`config.mk`:
```
export PLATFORM = sky130hd
export DESIGN_NAME = array_deque_with_index_read_core
export DESIGN_NICKNAME = d
export VERILOG_FILES = /design/src/hdl/adq_pkg.sv /design/src/hdl/adq_ctrl.sv /design/src/hdl/adq_dp.sv /design/src/hdl/array_deque_with_index_read_core.sv
export SDC_FILE = /design/constraint.sdc
export NUM_CORES = 1
export LEC_CHECK = 0
export BUFFER_PORTS_ARGS = -buffer_cell sky130_fd_sc_hd__buf_2
export CORE_MARGIN = 10
export CORE_UTILIZATION = 44
export DETAILED_ROUTE_END_ITERATION = 8
export HOLD_SLACK_MARGIN = 0.12
export RECOVER_POWER = 25
export SLEW_MARGIN = 20
export SYNTH_ARGS = -nofsm -noshare
export SYNTH_HDL_FRONTEND = slang
export SYNTH_SLANG_ARGS = --single-unit
```
`constraint.sdc`:
```
create_clock -name clk -period 8.6 [get_ports clk]
set_input_delay 1.72 -clock clk [delete_from_list [all_inputs] [get_ports clk]]
set_output_delay 1.72 -clock clk [all_outputs]
set_load 0.1 [all_outputs]
```
`src/hdl/adq_pkg.sv`:
```
// shared types and constants for the array deque with index read
`timescale 1ns / 1ps
`default_nettype none

package adq_pkg;

	localparam int ADQ_CAPACITY = 16;

	localparam logic [2:0] CMD_PUSH_FRONT = 3'd0;
	localparam logic [2:0] CMD_PUSH_BACK  = 3'd1;
	localparam logic [2:0] CMD_POP_FRONT  = 3'd2;
	localparam logic [2:0] CMD_POP_BACK   = 3'd3;
	localparam logic [2:0] CMD_READ       = 3'd4;

	localparam logic [1:0] STS_OK    = 2'd0;
	localparam logic [1:0] STS_FULL  = 2'd1;
	localparam logic [1:0] STS_EMPTY = 2'd2;
	localparam logic [1:0] STS_RANGE = 2'd3;

	typedef struct packed {
		logic [2:0]         command;
		logic signed [31:0] value;
		logic [3:0]         position;
	} req_t;

	typedef struct packed {
		logic signed [31:0] read_data;
		logic [4:0]         count;
		logic [1:0]         status;
	} rsp_t;

	typedef enum logic [0:0] {
		ST_IDLE,
		ST_READ
	} state_t;

	// controller to datapath
	typedef struct packed {
		logic accept;
		logic load_now;
		logic load_mem;
	} dp_cmd_t;

	// datapath to controller
	typedef struct packed {
		logic mem_read;
	} dp_sts_t;

endpackage

`default_nettype wire

```
`src/hdl/adq_ctrl.sv`:
```
// controller state machine for the array deque
`timescale 1ns / 1ps
`default_nettype none

module adq_ctrl (
	input  wire              clk,
	input  wire              arst_n,
	input  wire              req_valid,
	output logic             req_stall,
	output logic             rsp_valid,
	input  wire              rsp_stall,
	input  adq_pkg::dp_sts_t sts,
	output adq_pkg::dp_cmd_t cmd
);
	import adq_pkg::*;

	state_t state_q, state_nxt;
	logic   rsp_valid_q, rsp_valid_nxt;
	logic   can_load;

	always_ff @(posedge clk or negedge arst_n) begin
		if (!arst_n) begin
			state_q     <= ST_IDLE;
			rsp_valid_q <= 1'b0;
		end else begin
			state_q     <= state_nxt;
			rsp_valid_q <= rsp_valid_nxt;
		end
	end

	always_comb begin
		can_load      = !rsp_valid_q || !rsp_stall;
		state_nxt     = state_q;
		req_stall     = 1'b1;
		cmd           = '0;
		rsp_valid_nxt = rsp_valid_q && rsp_stall;
		unique case (state_q)
			ST_IDLE: begin
				req_stall = !can_load;
				if (req_valid && can_load) begin
					cmd.accept = 1'b1;
					if (sts.mem_read) begin
						state_nxt = ST_READ;
					end else begin
						cmd.load_now  = 1'b1;
						rsp_valid_nxt = 1'b1;
					end
				end
			end
			ST_READ: begin
				cmd.load_mem  = 1'b1;
				rsp_valid_nxt = 1'b1;
				state_nxt     = ST_IDLE;
			end
			default: begin
				state_nxt = ST_IDLE;
			end
		endcase
	end

	assign rsp_valid = rsp_valid_q;

	a_read_slot_free: assert property (@(posedge clk) disable iff (!arst_n)
		(state_q == ST_READ) |-> !rsp_valid_q)
		else $error("output register busy while memory data arrives");

	a_read_goes_wait: assert property (@(posedge clk) disable iff (!arst_n)
		(cmd.accept && sts.mem_read) |=> (state_q == ST_READ))
		else $error("in-range read did not enter the read wait state");

	a_read_delivers: assert property (@(posedge clk) disable iff (!arst_n)
		(state_q == ST_READ) |=> (rsp_valid_q && state_q == ST_IDLE))
		else $error("read result not loaded after memory access");

endmodule

`default_nettype wire

```
`src/hdl/adq_dp.sv`:
```
// datapath: pointers, count, circular store and response register
`timescale 1ns / 1ps
`default_nettype none

module adq_dp #(
	parameter int CAPACITY = adq_pkg::ADQ_CAPACITY
) (
	input  wire              clk,
	input  wire              arst_n,
	input  adq_pkg::req_t    req,
	input  adq_pkg::dp_cmd_t cmd,
	output adq_pkg::dp_sts_t sts,
	output adq_pkg::rsp_t    rsp
);
	import adq_pkg::*;

	localparam int IDX_W = (CAPACITY > 1) ? $clog2(CAPACITY) : 1;
	localparam int CNT_W = $clog2(CAPACITY + 1);
	localparam int CMP_W = (CNT_W > 4) ? CNT_W : 4;

	logic [31:0]      store_q [CAPACITY];
	logic [31:0]      rdata_s1;
	logic [IDX_W-1:0] front_q, front_nxt;
	logic [CNT_W-1:0] count_q, count_nxt;
	rsp_t             rsp_q;

	logic             full, empty, in_range;
	logic             wr_en;
	logic [IDX_W-1:0] wr_addr, rd_addr, front_dec;
	logic [1:0]       status;

	function automatic logic [IDX_W-1:0] wrap(input logic [IDX_W-1:0] base,
			input logic [IDX_W-1:0] off);
		logic [IDX_W:0] s;
		s = {1'b0, base} + {1'b0, off};
		if (s >= (IDX_W+1)'(CAPACITY))
			s = s - (IDX_W+1)'(CAPACITY);
		return s[IDX_W-1:0];
	endfunction

	always_comb begin
		full      = (count_q == CNT_W'(CAPACITY));
		empty     = (count_q == '0);
		in_range  = (CMP_W'(req.position) < CMP_W'(count_q));
		front_dec = (front_q == '0) ? IDX_W'(CAPACITY - 1) : front_q - 1'b1;
		rd_addr   = wrap(front_q, IDX_W'(req.position));
		front_nxt = front_q;
		count_nxt = count_q;
		wr_en     = 1'b0;
		wr_addr   = front_dec;
		status    = STS_OK;
		case (req.command)
			CMD_PUSH_FRONT: begin
				if (full) begin
					status = STS_FULL;
				end else begin
					front_nxt = front_dec;
					count_nxt = count_q + 1'b1;
					wr_en     = 1'b1;
				end
			end
			CMD_PUSH_BACK: begin
				wr_addr = wrap(front_q, IDX_W'(count_q));
				if (full) begin
					status = STS_FULL;
				end else begin
					count_nxt = count_q + 1'b1;
					wr_en     = 1'b1;
				end
			end
			CMD_POP_FRONT: begin
				if (empty) begin
					status = STS_EMPTY;
				end else begin
					front_nxt = wrap(front_q, IDX_W'(1));
					count_nxt = count_q - 1'b1;
				end
			end
			CMD_POP_BACK: begin
				if (empty)
					status = STS_EMPTY;
				else
					count_nxt = count_q - 1'b1;
			end
			CMD_READ: begin
				if (!in_range)
					status = STS_RANGE;
			end
			default: begin
			end
		endcase
		sts.mem_read = (req.command == CMD_READ) && in_range;
	end

	always_ff @(posedge clk or negedge arst_n) begin
		if (!arst_n) begin
			front_q <= '0;
			count_q <= '0;
		end else if (cmd.accept) begin
			front_q <= front_nxt;
			count_q <= count_nxt;
		end
	end

	// single write port, single registered read port
	always_ff @(posedge clk) begin
		if (cmd.accept && wr_en)
			store_q[wr_addr] <= req.value;
	end

	always_ff @(posedge clk) begin
		if (cmd.accept && sts.mem_read)
			rdata_s1 <= store_q[rd_addr];
	end

	always_ff @(posedge clk) begin
		if (cmd.load_now) begin
			rsp_q.read_data <= '0;
			rsp_q.count     <= 5'(count_nxt);
			rsp_q.status    <= status;
		end else if (cmd.load_mem) begin
			rsp_q.read_data <= rdata_s1;
			rsp_q.count     <= 5'(count_q);
			rsp_q.status    <= STS_OK;
		end
	end

	assign rsp = rsp_q;

	a_count_bound: assert property (@(posedge clk) disable iff (!arst_n)
		count_q <= CNT_W'(CAPACITY))
		else $error("element count above capacity");

	a_front_bound: assert property (@(posedge clk) disable iff (!arst_n)
		{1'b0, front_q} < (IDX_W+1)'(CAPACITY))
		else $error("front pointer outside the store");

	a_one_load: assert property (@(posedge clk) disable iff (!arst_n)
		!(cmd.load_now && cmd.load_mem))
		else $error("two sources load the response register");

endmodule

`default_nettype wire

```
`src/hdl/array_deque_with_index_read_core.sv`:
```
// top level of the array deque with index read
`timescale 1ns / 1ps
`default_nettype none

// Double-ended queue of CAPACITY signed 32-bit words in a circular store.
// Each request pushes or pops at either end, or reads the word at a logical
// position from the front, and returns one response with the read word (zero
// unless a successful read), the count after the request and a status (ok,
// full on push, empty on pop, position out of range on read). A push, pop,
// failed read or unused command has its response in the output register the
// cycle after acceptance, and a new request can be taken every cycle while
// the consumer keeps up. A read that hits a stored word goes through the
// read wait state, because the store has one registered read port; no
// request is taken in that state. The count field is five bits wide and
// holds the low bits of the count when CAPACITY exceeds 31. Words are
// never cleared; only pushed entries are ever read back.
module array_deque_with_index_read_core #(
	parameter int CAPACITY = adq_pkg::ADQ_CAPACITY
) (
	input  wire           clk,
	input  wire           arst_n,
	// request channel
	input  wire           req_valid,
	output logic          req_stall,
	input  adq_pkg::req_t req,
	// response channel
	output logic          rsp_valid,
	input  wire           rsp_stall,
	output adq_pkg::rsp_t rsp
);
	import adq_pkg::*;

	// command and status between controller and datapath
	dp_cmd_t cmd;
	dp_sts_t sts;

	// sequencing of requests and the response register valid
	adq_ctrl u_ctrl (
		.clk       (clk),
		.arst_n    (arst_n),
		.req_valid (req_valid),
		.req_stall (req_stall),
		.rsp_valid (rsp_valid),
		.rsp_stall (rsp_stall),
		.sts       (sts),
		.cmd       (cmd)
	);

	// pointer math, store and response payload
	adq_dp #(
		.CAPACITY (CAPACITY)
	) u_dp (
		.clk    (clk),
		.arst_n (arst_n),
		.req    (req),
		.cmd    (cmd),
		.sts    (sts),
		.rsp    (rsp)
	);

endmodule

`default_nettype wire

```
# After elaboration in Yosys (flattened, before gate mapping)

Memory sizes are Yosys's and may differ from the RTL's. A register that Yosys moved wholly into a read port is not among the register bits.
Cells that the tools add are included.

Input port bits: 43
Memories kept: 1
Word-level logic and storage cells: 78
RAM bits: 512
Register bits after elaboration: 50

Reductions and logical operators: 17
$add $sub $neg: 9
Bitwise logic cells: 1
Muxes and demuxes: 32
Equal/unequal tests: 7
$lt $le $gt $ge: 4

Memories:

| name         | depth | width | read ports | clocked after memory_dff | write ports | RTL line     | text |
|---|---|---|---|---|---|---|---|
| u_dp.store_q | 16    | 32    | 1          | 1                        | 1           | adq_dp.sv:21 | `logic [31:0] store_q [CAPACITY];` |

Operators by type and width:

| kind                                                                   | number |
|---|---|
| 4-bit 2-to-1 mux                                                       | 7 |
| 4-bit by 1-bit subtractor with 4-bit output (second input constant)    | 4 |
| 5-bit >= comparator (second input constant)                            | 3 |
| 7-bit 2-to-1 mux                                                       | 2 |
| 1-bit 2-to-1 mux                                                       | 12 |
| 4-bit by 4-bit adder with 5-bit output                                 | 2 |
| 5-bit 2-to-1 mux                                                       | 2 |
| 5-bit case mux with 2 select lines                                     | 1 |
| 2-bit 2-to-1 mux                                                       | 4 |
| 4-bit case mux with 2 select lines                                     | 1 |
| 3-bit by 2-bit equality test with 1-bit output (second input constant) | 2 |
| 2-bit case mux with 3 select lines                                     | 1 |
| 4-bit by 1-bit adder with 5-bit output (second input constant)         | 1 |
| 5-bit by 1-bit adder with 5-bit output (second input constant)         | 1 |
| 5-bit equality test (second input constant)                            | 1 |
| 1-bit logical AND                                                      | 5 |
| 5-bit logical NOT                                                      | 1 |
| 4-bit by 5-bit < comparator with 1-bit output                          | 1 |
| 5-bit by 1-bit subtractor with 5-bit output (second input constant)    | 1 |
| 4-bit logical NOT                                                      | 1 |
| 2-bit != test (second input constant)                                  | 2 |
| 1-bit case mux with 2 select lines                                     | 2 |
| 4-bit AND reduction                                                    | 1 |
| 2-bit nonzero test                                                     | 2 |
| other kinds (7)                                                        | 10 |

# Logic depth before layout (Yosys ltp)

Gate-level depths: netlist of run 1.

Depth in word-level cells: 8
Mapped depth: 9
Gate-level depth less buffers: 7

# By module

Synthesis of run 1 repeated with hierarchy kept, for this count alone.

Cells, all modules: 1,178
Area, all modules: 23,186.0 um^2

By module, submodules not included:

| module   | cells each | times used | area each (um^2) | sequential area each (um^2) |
|---|---|---|---|---|
| adq_dp   | 1,168      | 1          | 23,087.1         | 17,411.7 |
| adq_ctrl | 10         | 1          | 98.8             | 50.0 |

# Worst setup path after synthesis of run 1

OpenSTA, ideal clock, no wires.

Kind: input-to-reg
From: input req[37] (netlist name)
To: memory u_dp.store_q[12][0], enable pin
Stages on the path: 7
Slack: 3,884 ps
Library setup time: 424 ps
Data required time: 8,176 ps
Path buffers: 2
Arrival time: 4,292 ps
Cells stage by stage: buf_4 > or3b_1 > buf_2 > mux2i_1 > nor3_1 > nor2b_1 > nor2b_1

Cells in the longest elaborated chain, start to end: 6
Elaborated cells on any way between the ends: 8
Classes of those cells: 1 x eq/ne; 4 x mux; 3 x reduce/logical

Ends and longest elaborated chain:

| element                                                                                    | RTL line                               | text |
|---|---|---|
| start: declaration                                                                         | array_deque_with_index_read_core.sv:25 | `input adq_pkg::req_t req,` |
| 3-bit by 1-bit equality test with 1-bit output / 3-bit logical NOT (equally long branches) | adq_dp.sv:52                           | `case (req.command)` |
| 2-bit OR reduction (no source line)                                                        | n/a                                    |  |
| 1-bit 2-to-1 mux                                                                           | n/a                                    |  |
| 1-bit logical AND                                                                          | adq_dp.sv:107                          | `if (cmd.accept && wr_en)` |
| 1-bit 2-to-1 mux                                                                           | adq_dp.sv:107                          |  |
| 1-bit 2-to-1 mux (not written as such)                                                     | adq_dp.sv:108                          | `store_q[wr_addr] <= req.value;` |
| end: declaration                                                                           | adq_dp.sv:21                           |  |

Several ways; a longest one is shown, not always the timed one.

# Worst setup path after layout of run 1

From: input req[0] (netlist name)
To: register u_dp.rdata_s1[11], read port of u_dp.store_q, data pin

Cells in the longest elaborated chain, start to end: 3
Elaborated cells on any way between the ends: 7
Classes of those cells: 2 x add/sub; 2 x order compare; 1 x mux; 2 x reduce/logical

Ends and longest elaborated chain:

| element                                                                                                        | RTL line                    | text |
|---|---|---|
| 4-bit by 4-bit adder with 5-bit output / 4-bit by 5-bit < comparator with 1-bit output (equally long branches) | adq_dp.sv:35, adq_dp.sv:44  |  |
| 4-bit by 1-bit subtractor with 4-bit output (tied with other cells)                                            | adq_dp.sv:37                | `s = s - (IDX_W+1)'(CAPACITY);` |
| 4-bit 2-to-1 mux / 1-bit logical AND (equally long branches)                                                   | adq_dp.sv:36, adq_dp.sv:112 |  |
| end: declaration                                                                                               | adq_dp.sv:22                | `logic [31:0] rdata_s1;` |

Several ways; a longest one is shown, not always the timed one.
A chain may end at the register's enable or synchronous reset.

==> results of run 1 <==
[area by class of cell]
type / count / area [um^2]
clock buffer: 77 / 1560
fill: 4143 / 25400
timing repair buffer: 107 / 589
inverter: 13 / 48.8
clock inverter: 35 / 315
tap: 680 / 851
sequential: 594 / 17500
multi-input combinational: 503 / 5370
[per-stage QoR]
step | util (%) | std cells
CTS | 50.8 | 2009
detailed placement | 47.2 | 1897
global placement | 47.2 | 1897
floorplan | - | 1174
finish | 50.8 | 2009
global route | 50.8 | 2009
[per-layer routing]
metal / wire length [um] / GRT usage (%)
met1: 23500 / 23.5
met2: 23500 / 24.8
met3: 3570 / 3.76
met4: 956 / 4.38
met5: 33 / 0
[sequential cells by signal, indices dropped and copies added, names as in the netlist]
signal and cells:
u_dp.count_q 5, u_dp.front_q 4, u_dp.rsp 39, u_dp.store_q 512
u_ctrl.state_q 1, u_dp.rdata_s1 32, u_ctrl.rsp_valid 1
[worst max-delay path by stage]
stage,startpoint,slack [ns],cells past startpoint,end
final,req[0],4.03,9,u_dp.rdata_s1[11]
after global routing,req[0],3.90,9,u_dp.rdata_s1[17]
after CTS,req[0],4.08,9,u_dp.rdata_s1[22]
after detailed placement,req[0],3.40,9,u_dp.rdata_s1[22]
after global placement,req[0],3.46,9,u_dp.rdata_s1[11]
after floorplan,req[37],3.88,7,u_dp.store_q[12][0]
[cells by family (layout without fill, tap and decap cells)]
kind of cell,Yosys count,count (layout),synth area share [%]
buffers and inverters,77,232,1.56
AOI/OAI and AO/OA,111,111,3.21
and+or+nand+nor,201,201,4.15
adders and majority gates,15,15,0.878
muxes,163,163,14.0
xor gates and xnor gates,13,13,0.526
DFF,594,594,75.7
[report_power, final]
part / switching, mW / internal (mW) / leakage [nW]
Clock: 1.07 / 1.43 / 0.918
Sequential: 0.0761 / 3.36 / 5.34
Combinational: 1.50 / 1.11 / 2.21
[synth_stat cells (18+ instances only)]
library cell,number,area (um^2)
a211oi_1,32,240
a31oi_1,33,206
and2_1,46,288
buf_2,18,90.1
clkbuf_1,30,113
dfxtp_1,32,641
edfxtp_1,551,16500
mux2i_1,34,340
mux4_2,128,2880
nand2_1,78,293
nor2_1,44,165
[worst min-delay path, delay by kind of cell (launching register included)]
kind	cells	cell delay, ns
flops	1	0.32
mux	1	0.06
simple gates	1	0.07
==> flow_metrics.tcl, run 1 <==
set metrics [dict create \
    cts_sinks 594 \
    r2r_cells 7 \
    cts_made_buffers 59 \
    hpwl_um 25900 \
    area_growth_pct 13.5 \
    core-area_um2 51600 \
    diodes 0 \
    worst_pin_slew_ns 1.10 \
    syn_area_um2 23100 \
    portBuffers 83 \
    layout_commonest_cell "edfxtp_1" \
    grt_pass1_wl_um 76600 \
    ir_worst_vdd_v 0.000371 \
    cts.clk_slew.worst_paths_ns 0.06 \
    first_pass_iters 5 \
    synthArstFlopShare_pct 1.85 \
    overflow 0 \
    postCtsResizedCells 0 \
    placed_area_um2 24400 \
    antenna_found_initial 3 \
    ys_ff_latch 594 \
    layout_common_cells "edfxtp_1 (551), mux4_2 (128), nand2_1 (78), clkbuf_16 (59), buf_2 (58)" \
    ios 84 \
    min-delay-start "u_dp.rdata_s1[18]" \
    final_hold_viol_count 0 \
    drive_gt1_share_pct 24.5 \
    cpMaxStageDelayCell "fa_4" \
    dieHeight_um 249 \
    arrival_ns 4.88 \
    synth.distinct_cells 54 \
    cts_buffer_depth 3 \
    rsz0062_at_grt "false" \
    cts_tree "built" \
    viasPerCell 5.62 \
    status "finished, final reports clean" \
    place_ws_ns 3.40 \
    synth-edff-count 551 \
    relSlewSlack_pct 26.7 \
    drcViolationCount 0 \
    max_cap_viol_count 0 \
    critPathMaxStageDelay_ns 1.43 \
    finalCriticalPeriod_ns 4.57 \
    fmax_ghz 0.219 \
    stdcell_area_um2 26200 \
    crit_required_ns 8.91 \
    clk_latency_ns 0.61 \
    r2r_start "u_dp.front_q[1]" \
    cts_hold_buf 0 \
    ant_nets 0 \
    grtUsageTotal_pct 16.4 \
    crit_buf_inv 3 \
    setup_slack_ns 4.03 \
    cp-start-kind "input port" \
    endpoint_kind "flop" \
    critPathKind "input port to flop" \
    syn_nets 1232 \
    fin_setup_tns_ns 0 \
    synth_top_flop_cell "edfxtp_1" \
    ctsHtreeMaxLevel 2 \
    hold_path.class "flop to flop" \
    crit_chain "buf_2 -> ha_4 -> inv_1 -> fa_4 -> buf_12 -> mux4_2 -> and2_1 -> a211oi_1 -> a31oi_1" \
    setup_viol 0 \
    nets 1336 \
    num_rows 83 \
    power_density_nw_per_um2 327 \
    post_cts_buffers 0 \
    dieArea_um2 62000 \
    initial_core_util_pct 44.7 \
    finClkSkew_ns 0.0139 \
    leakage_nw 8.47 \
    finalPower_mw 8.55 \
    layout_worst_path_cycle_share_pct 53.2 \
    drt_iter0_markers 1020 \
    grt_pass1_vias 11439 \
    hold-path-endpoint "u_dp.rsp[25]" \
    ys_seq_area_share_pct 75.7 \
    place.gp.congestion 0.776 \
    synth_cells 1174 \
    wire_per_inst_um 25.6 \
    path_max_fanout 67 \
    routed_wl_um 51500 \
    die_w_um 249 \
    whs_path_depth 2 \
    worst_hold_slack_ns 0.484 \
    vias 11299 \
    reg2reg_slack_ns 4.64 \
    yosysWarnings 0 \
    cts_root_buf "clkbuf_16" \
    critPathTopFamily "adder cells" \
    reg2reg_to "u_dp.rdata_s1[11]" \
    grt_start_max_net_pins 105 \
    drv_slew 0 \
    syn_avg_cell_area_um2 19.7 \
]
Power figures use the tool's default switching activity.
==> inputs of run 2 (changes only) <==
==> constraint.sdc (replaced) <==
create_clock -name clk -period 4.7 [get_ports clk]
set_input_delay 0.94 -clock clk [delete_from_list [all_inputs] [get_ports clk]]
set_output_delay 0.94 -clock clk [all_outputs]
set_load 0.1 [all_outputs]
==> flow_metrics.tcl, run 2 (same netlist as run 1, synthesis figures left out) <==
set metrics [dict create \
    status "finished, final reports clean" \
    crit_chain "ha_4 -> inv_1 -> fa_4 -> buf_4 -> mux4_2 -> and2_1 -> a211oi_1 -> a31oi_1" \
    die_w_um 249 \
    critPathKind "flop to flop" \
    post_cts_buffers 0 \
    finalCriticalPeriod_ns 3.43 \
    drcViolationCount 0 \
    ios 84 \
    first_pass_iters 5 \
    antenna_found_initial 3 \
    worst_hold_slack_ns 0.343 \
    drv_slew 0 \
    ir_worst_vdd_v 0.000448 \
    num_rows 83 \
    layout_commonest_cell "edfxtp_1" \
    postCtsResizedCells 0 \
    final_hold_viol_count 0 \
    area_growth_pct 15.1 \
    grt_start_max_net_pins 65 \
    regMostFlops "u_dp.store_q" \
    fin_cells 2025 \
    layout_worst_path_cycle_share_pct 72.9 \
    finalPower_mw 16.0 \
    routed_wl_um 51300 \
    hold_path.class "input port to asynchronous set/reset pin" \
    grt_pass1_vias 11612 \
    cts_root_buf "clkbuf_16" \
    dieHeight_um 249 \
    place.gp.congestion 0.757 \
    path_max_fanout 20 \
    initial_core_util_pct 44.7 \
    nets 1354 \
    wire_per_inst_um 25.3 \
    drive_gt1_share_pct 25.5 \
    arrival_ns 3.77 \
    ctsHtreeMaxLevel 2 \
    cp-start-kind "flop" \
    setup_viol 0 \
    drt_iter0_markers 948 \
    grtUsageTotal_pct 16.4 \
    core-area_um2 51600 \
    vias 11362 \
    finClkSkew_ns 0.0170 \
    ant_nets 0 \
    cts.clk_slew.worst_paths_ns 0.06 \
    largest_reg_flops 512 \
    fin_setup_tns_ns 0 \
    endpoint_kind "flop" \
    cts_sinks 594 \
    grt_pass1_wl_um 76700 \
    cts_hold_buf 0 \
    worst_pin_slew_ns 0.883 \
    fmax_ghz 0.292 \
    hpwl_um 28200 \
    critPathMaxStageDelay_ns 1.04 \
    cts_tree "built" \
    relSlewSlack_pct 40.9 \
    crit_required_ns 5.04 \
    clk_latency_ns 0.61 \
    rsz0062_at_grt "false" \
    cts_made_buffers 59 \
    diodes 0 \
    dieArea_um2 62000 \
    dp.cells 1915 \
    cts_buffer_depth 3 \
    layout_common_cells "edfxtp_1 (551), mux4_2 (128), nand2_1 (78), buf_2 (61), clkbuf_16 (60)" \
    power_density_nw_per_um2 602 \
    viasPerCell 5.61 \
    leakage_nw 8.64 \
    max_cap_viol_count 0 \
    reg2reg_slack_ns 1.27 \
    overflow 0 \
    portBuffers 83 \
    cpMaxStageDelayCell "fa_4" \
]
run 2: routing by layer:
layer  share of wire (%)  wire length (um)  vias up  GRT usage [%]
met4                 1.6               809        6           3.73
li1                    -                 -     4983              -
met5               0.099                51        -              0
met3                 6.1              3140       69           3.30
met2                  47             24300      331           25.6
met1                  45             23000     5973           23.4
run 2: through the flow:
step	setup slack (ns)	cell area (um^2)	util, %
floorplan	0.764	23100	-
detailed placement	0.821	24600	47.7
CTS	1.27	26600	51.5
global placement	0.854	24600	47.7
global route	1.12	26600	51.5
finish	1.27	26600	51.5
run 2: path summary, 6_finish.rpt:
kind / endpoint / cells past startpoint / from
worst max-delay path: u_dp.rdata_s1[9] / 8 / u_dp.front_q[0]
worst min-delay path: u_dp.front_q[1] / 1 / arst_n
worst max register to register: u_dp.rdata_s1[9] / 8 / u_dp.front_q[0]
worst min register to register: u_dp.rsp[26] / 2 / u_dp.rdata_s1[19]
max in group asynchronous: u_ctrl.state_q / 1 / arst_n
min in group clk: u_dp.rsp[26] / 2 / u_dp.rdata_s1[19]
run 2: final cells by class:
| type | instances | area, um^2 |
|---|---|---|
| tap | 680 | 851 |
| clock buffer | 77 | 1600 |
| timing repair buffer | 125 | 878 |
| fill | 4065 | 25100 |
| sequential | 594 | 17500 |
| clock inverter | 33 | 357 |
| multi-input combinational | 503 | 5370 |
| inverter | 13 | 48.8 |
run 2: report_power, final:
part	switching (mW)	internal, mW	total (mW)
logic	2.81	2.19	5.00
clock network	1.92	2.77	4.69
registers	0.141	6.14	6.28
run 2: worst max-delay path: cells and delay by family, from the launching register on:
| family | cells | cell delay [ns] |
|---|---|---|
| buffers and inverters | 2 | 0.45 |
| adder cells (fa/ha/maj) | 2 | 1.24 |
| flip-flops | 1 | 0.59 |
| AO/OA/AOI/OAI | 2 | 0.37 |
| AND/OR/NAND/NOR | 1 | 0.16 |
| multiplexers | 1 | 0.34 |
==> inputs of run 3 (changes only) <==
==> constraint.sdc (replaced) <==
create_clock -name clk -period 3 [get_ports clk]
set_input_delay 0.6 -clock clk [delete_from_list [all_inputs] [get_ports clk]]
set_output_delay 0.6 -clock clk [all_outputs]
set_load 0.1 [all_outputs]
==> flow_metrics.tcl, run 3 (same netlist as run 1, synthesis figures left out) <==
set metrics [dict create \
    status "finished, final reports clean" \
    finClkSkew_ns 0.0244 \
    clk_latency_ns 0.63 \
    overflow 0 \
    routed_wl_um 52600 \
    die_w_um 249 \
    grtUsageTotal_pct 16.9 \
    worst_path_most_repeated_cell "buf_4" \
    power_density_nw_per_um2 946 \
    cts_buffer_depth 3 \
    initial_core_util_pct 44.7 \
    drt_iter0_markers 1034 \
    worst_hold_slack_ns 0.261 \
    rsz0062_at_grt "false" \
    core-area_um2 51600 \
    hpwl_um 30400 \
    stdcell_area_um2 27400 \
    crit_required_ns 3.28 \
    layout_worst_path_cycle_share_pct 96.3 \
    r2r_start "u_dp.front_q[0]" \
    fin_setup_tns_ns 0 \
    multi_input_comb_area_um2 5370 \
    drive_gt1_share_pct 28.4 \
    ctsHtreeMaxLevel 2 \
    seq_area_um2 17500 \
    grt_pass1_wl_um 79000 \
    num_rows 83 \
    placed_area_um2 25500 \
    relSlewSlack_pct 49.0 \
    cts_tree "built" \
    grt_start_max_net_pins 42 \
    endpoint_kind "flop" \
    cp-start-kind "flop" \
    largest_reg_flops 512 \
    finalCriticalPeriod_ns 2.89 \
    postCtsResizedCells 0 \
    setup_slack_ns 0.111 \
    cts_made_buffers 59 \
    fmax_ghz 0.346 \
    crit_chain "buf_4 -> ha_1 -> fa_1 -> inv_1 -> mux2i_1 -> nor3b_2 -> and2_1 -> and2_2 -> buf_4" \
    hold_path.class "input port to flop" \
    r2r_cells 9 \
    antenna_found_initial 5 \
    ant_nets 0 \
    drv_slew 0 \
    worst_pin_slew_ns 0.765 \
    layout_commonest_cell "edfxtp_1" \
    startpoint "u_dp.front_q[0]" \
    cpMaxStageDelayCell "fa_1" \
    cts_sinks 594 \
    viasPerCell 5.62 \
    place_ws_ns -0.104 \
    critPathKind "flop to flop" \
    grt_pass1_vias 11839 \
    arrival_ns 3.17 \
    cts.clk_slew.worst_paths_ns 0.06 \
    leakage_nw 9.04 \
    reg2reg_slack_ns 0.11 \
    portBuffers 83 \
    max_cap_viol_count 0 \
    fill_cells 4007 \
    wire_per_inst_um 25.2 \
    final_hold_viol_count 0 \
    vias 11717 \
    ios 84 \
    drcViolationCount 0 \
    first_pass_iters 5 \
    dieHeight_um 249 \
    crit_path_end "u_dp.store_q[7][19]" \
    layout_common_cells "edfxtp_1 (551), mux4_2 (128), nand2_1 (78), clkbuf_16 (61), buf_2 (59)" \
    regMostFlops "u_dp.store_q" \
    setup_viol 0 \
    ir_worst_vdd_v 0.000631 \
    cts_root_buf "clkbuf_16" \
    reg2reg_to "u_dp.store_q[7][19]" \
    nets 1409 \
    dieArea_um2 62000 \
    place.gp.congestion 0.764 \
    area_growth_pct 18.8 \
    critPathMaxStageDelay_ns 0.48 \
    path_max_fanout 12 \
]
==> run 3: cell types whose count changed in the layout (fill, tap and decap cells not counted), moves of 2 or more <==
cell      delta
clkinv_2     +5
buf_2        -2
buf_12      +35
diode_2      +2
clkinv_4     -2
buf_4       +19
==> run 3: cell type report <==
| type | count | area share, % |
|---|---|---|
| antenna | 2 | 0.0182 |
| timing repair buffer | 180 | 6.31 |
| tap | 680 | 3.10 |
| multi-input combinational | 503 | 19.6 |
| clock buffer | 77 | 5.93 |
| clock inverter | 35 | 1.21 |
| inverter | 13 | 0.178 |
| sequential | 594 | 63.7 |
==> run 3: report_power, final <==
part           total, mW  switching [mW]  internal, mW
Combinational       8.75            4.64          4.11
Sequential          9.81           0.184          9.62
Clock               7.39            3.06          4.33
Total               26.0            7.89          18.1
==> run 3: critical path, delay by kind of cell (launching register included) <==
family        cells  cell delay, ns
buf+inv           3            0.52
mux               1            0.15
fa+ha+maj         2            0.69
simple gates      3            0.77
flops             1            0.42
==> run 3: repair_timing <==
| item | in CTS | in global routing |
|---|---|---|
| setup buffers | 0 | 0 |
| hold buffers | 1 | 0 |
| endpoints found under the hold margin | 11 | 0 |
==> run 3: how the worst min path moves through the flow <==
stage / endpoint / cells past startpoint / startpoint
floorplan: u_ctrl.rsp_valid / 0 / arst_n
global placement: u_dp.rsp[24] / 2 / u_dp.rdata_s1[17]
detailed placement: u_dp.rsp[31] / 2 / u_dp.rdata_s1[24]
CTS: u_ctrl.rsp_valid / 2 / req_valid
global route: u_ctrl.rsp_valid / 2 / req_valid
finish: u_ctrl.rsp_valid / 2 / req_valid
==> run 3: metrics by stage <==
step                      std cells  total power, mW  utilization, %
after global placement         1969             18.7            49.4
after CTS                      2082             26.2            53.2
final                          2084             26.0            53.1
after detailed placement       1969             18.8            49.4
after floorplan                1174             15.7               -
after global routing           2084             27.2            53.1
==> run 3: layer usage <==
layer	GRT usage, %	routed length [um]
met5	0	34
met4	5.06	1100
met3	3.09	3170
met2	26.0	24900
met1	24.0	23400
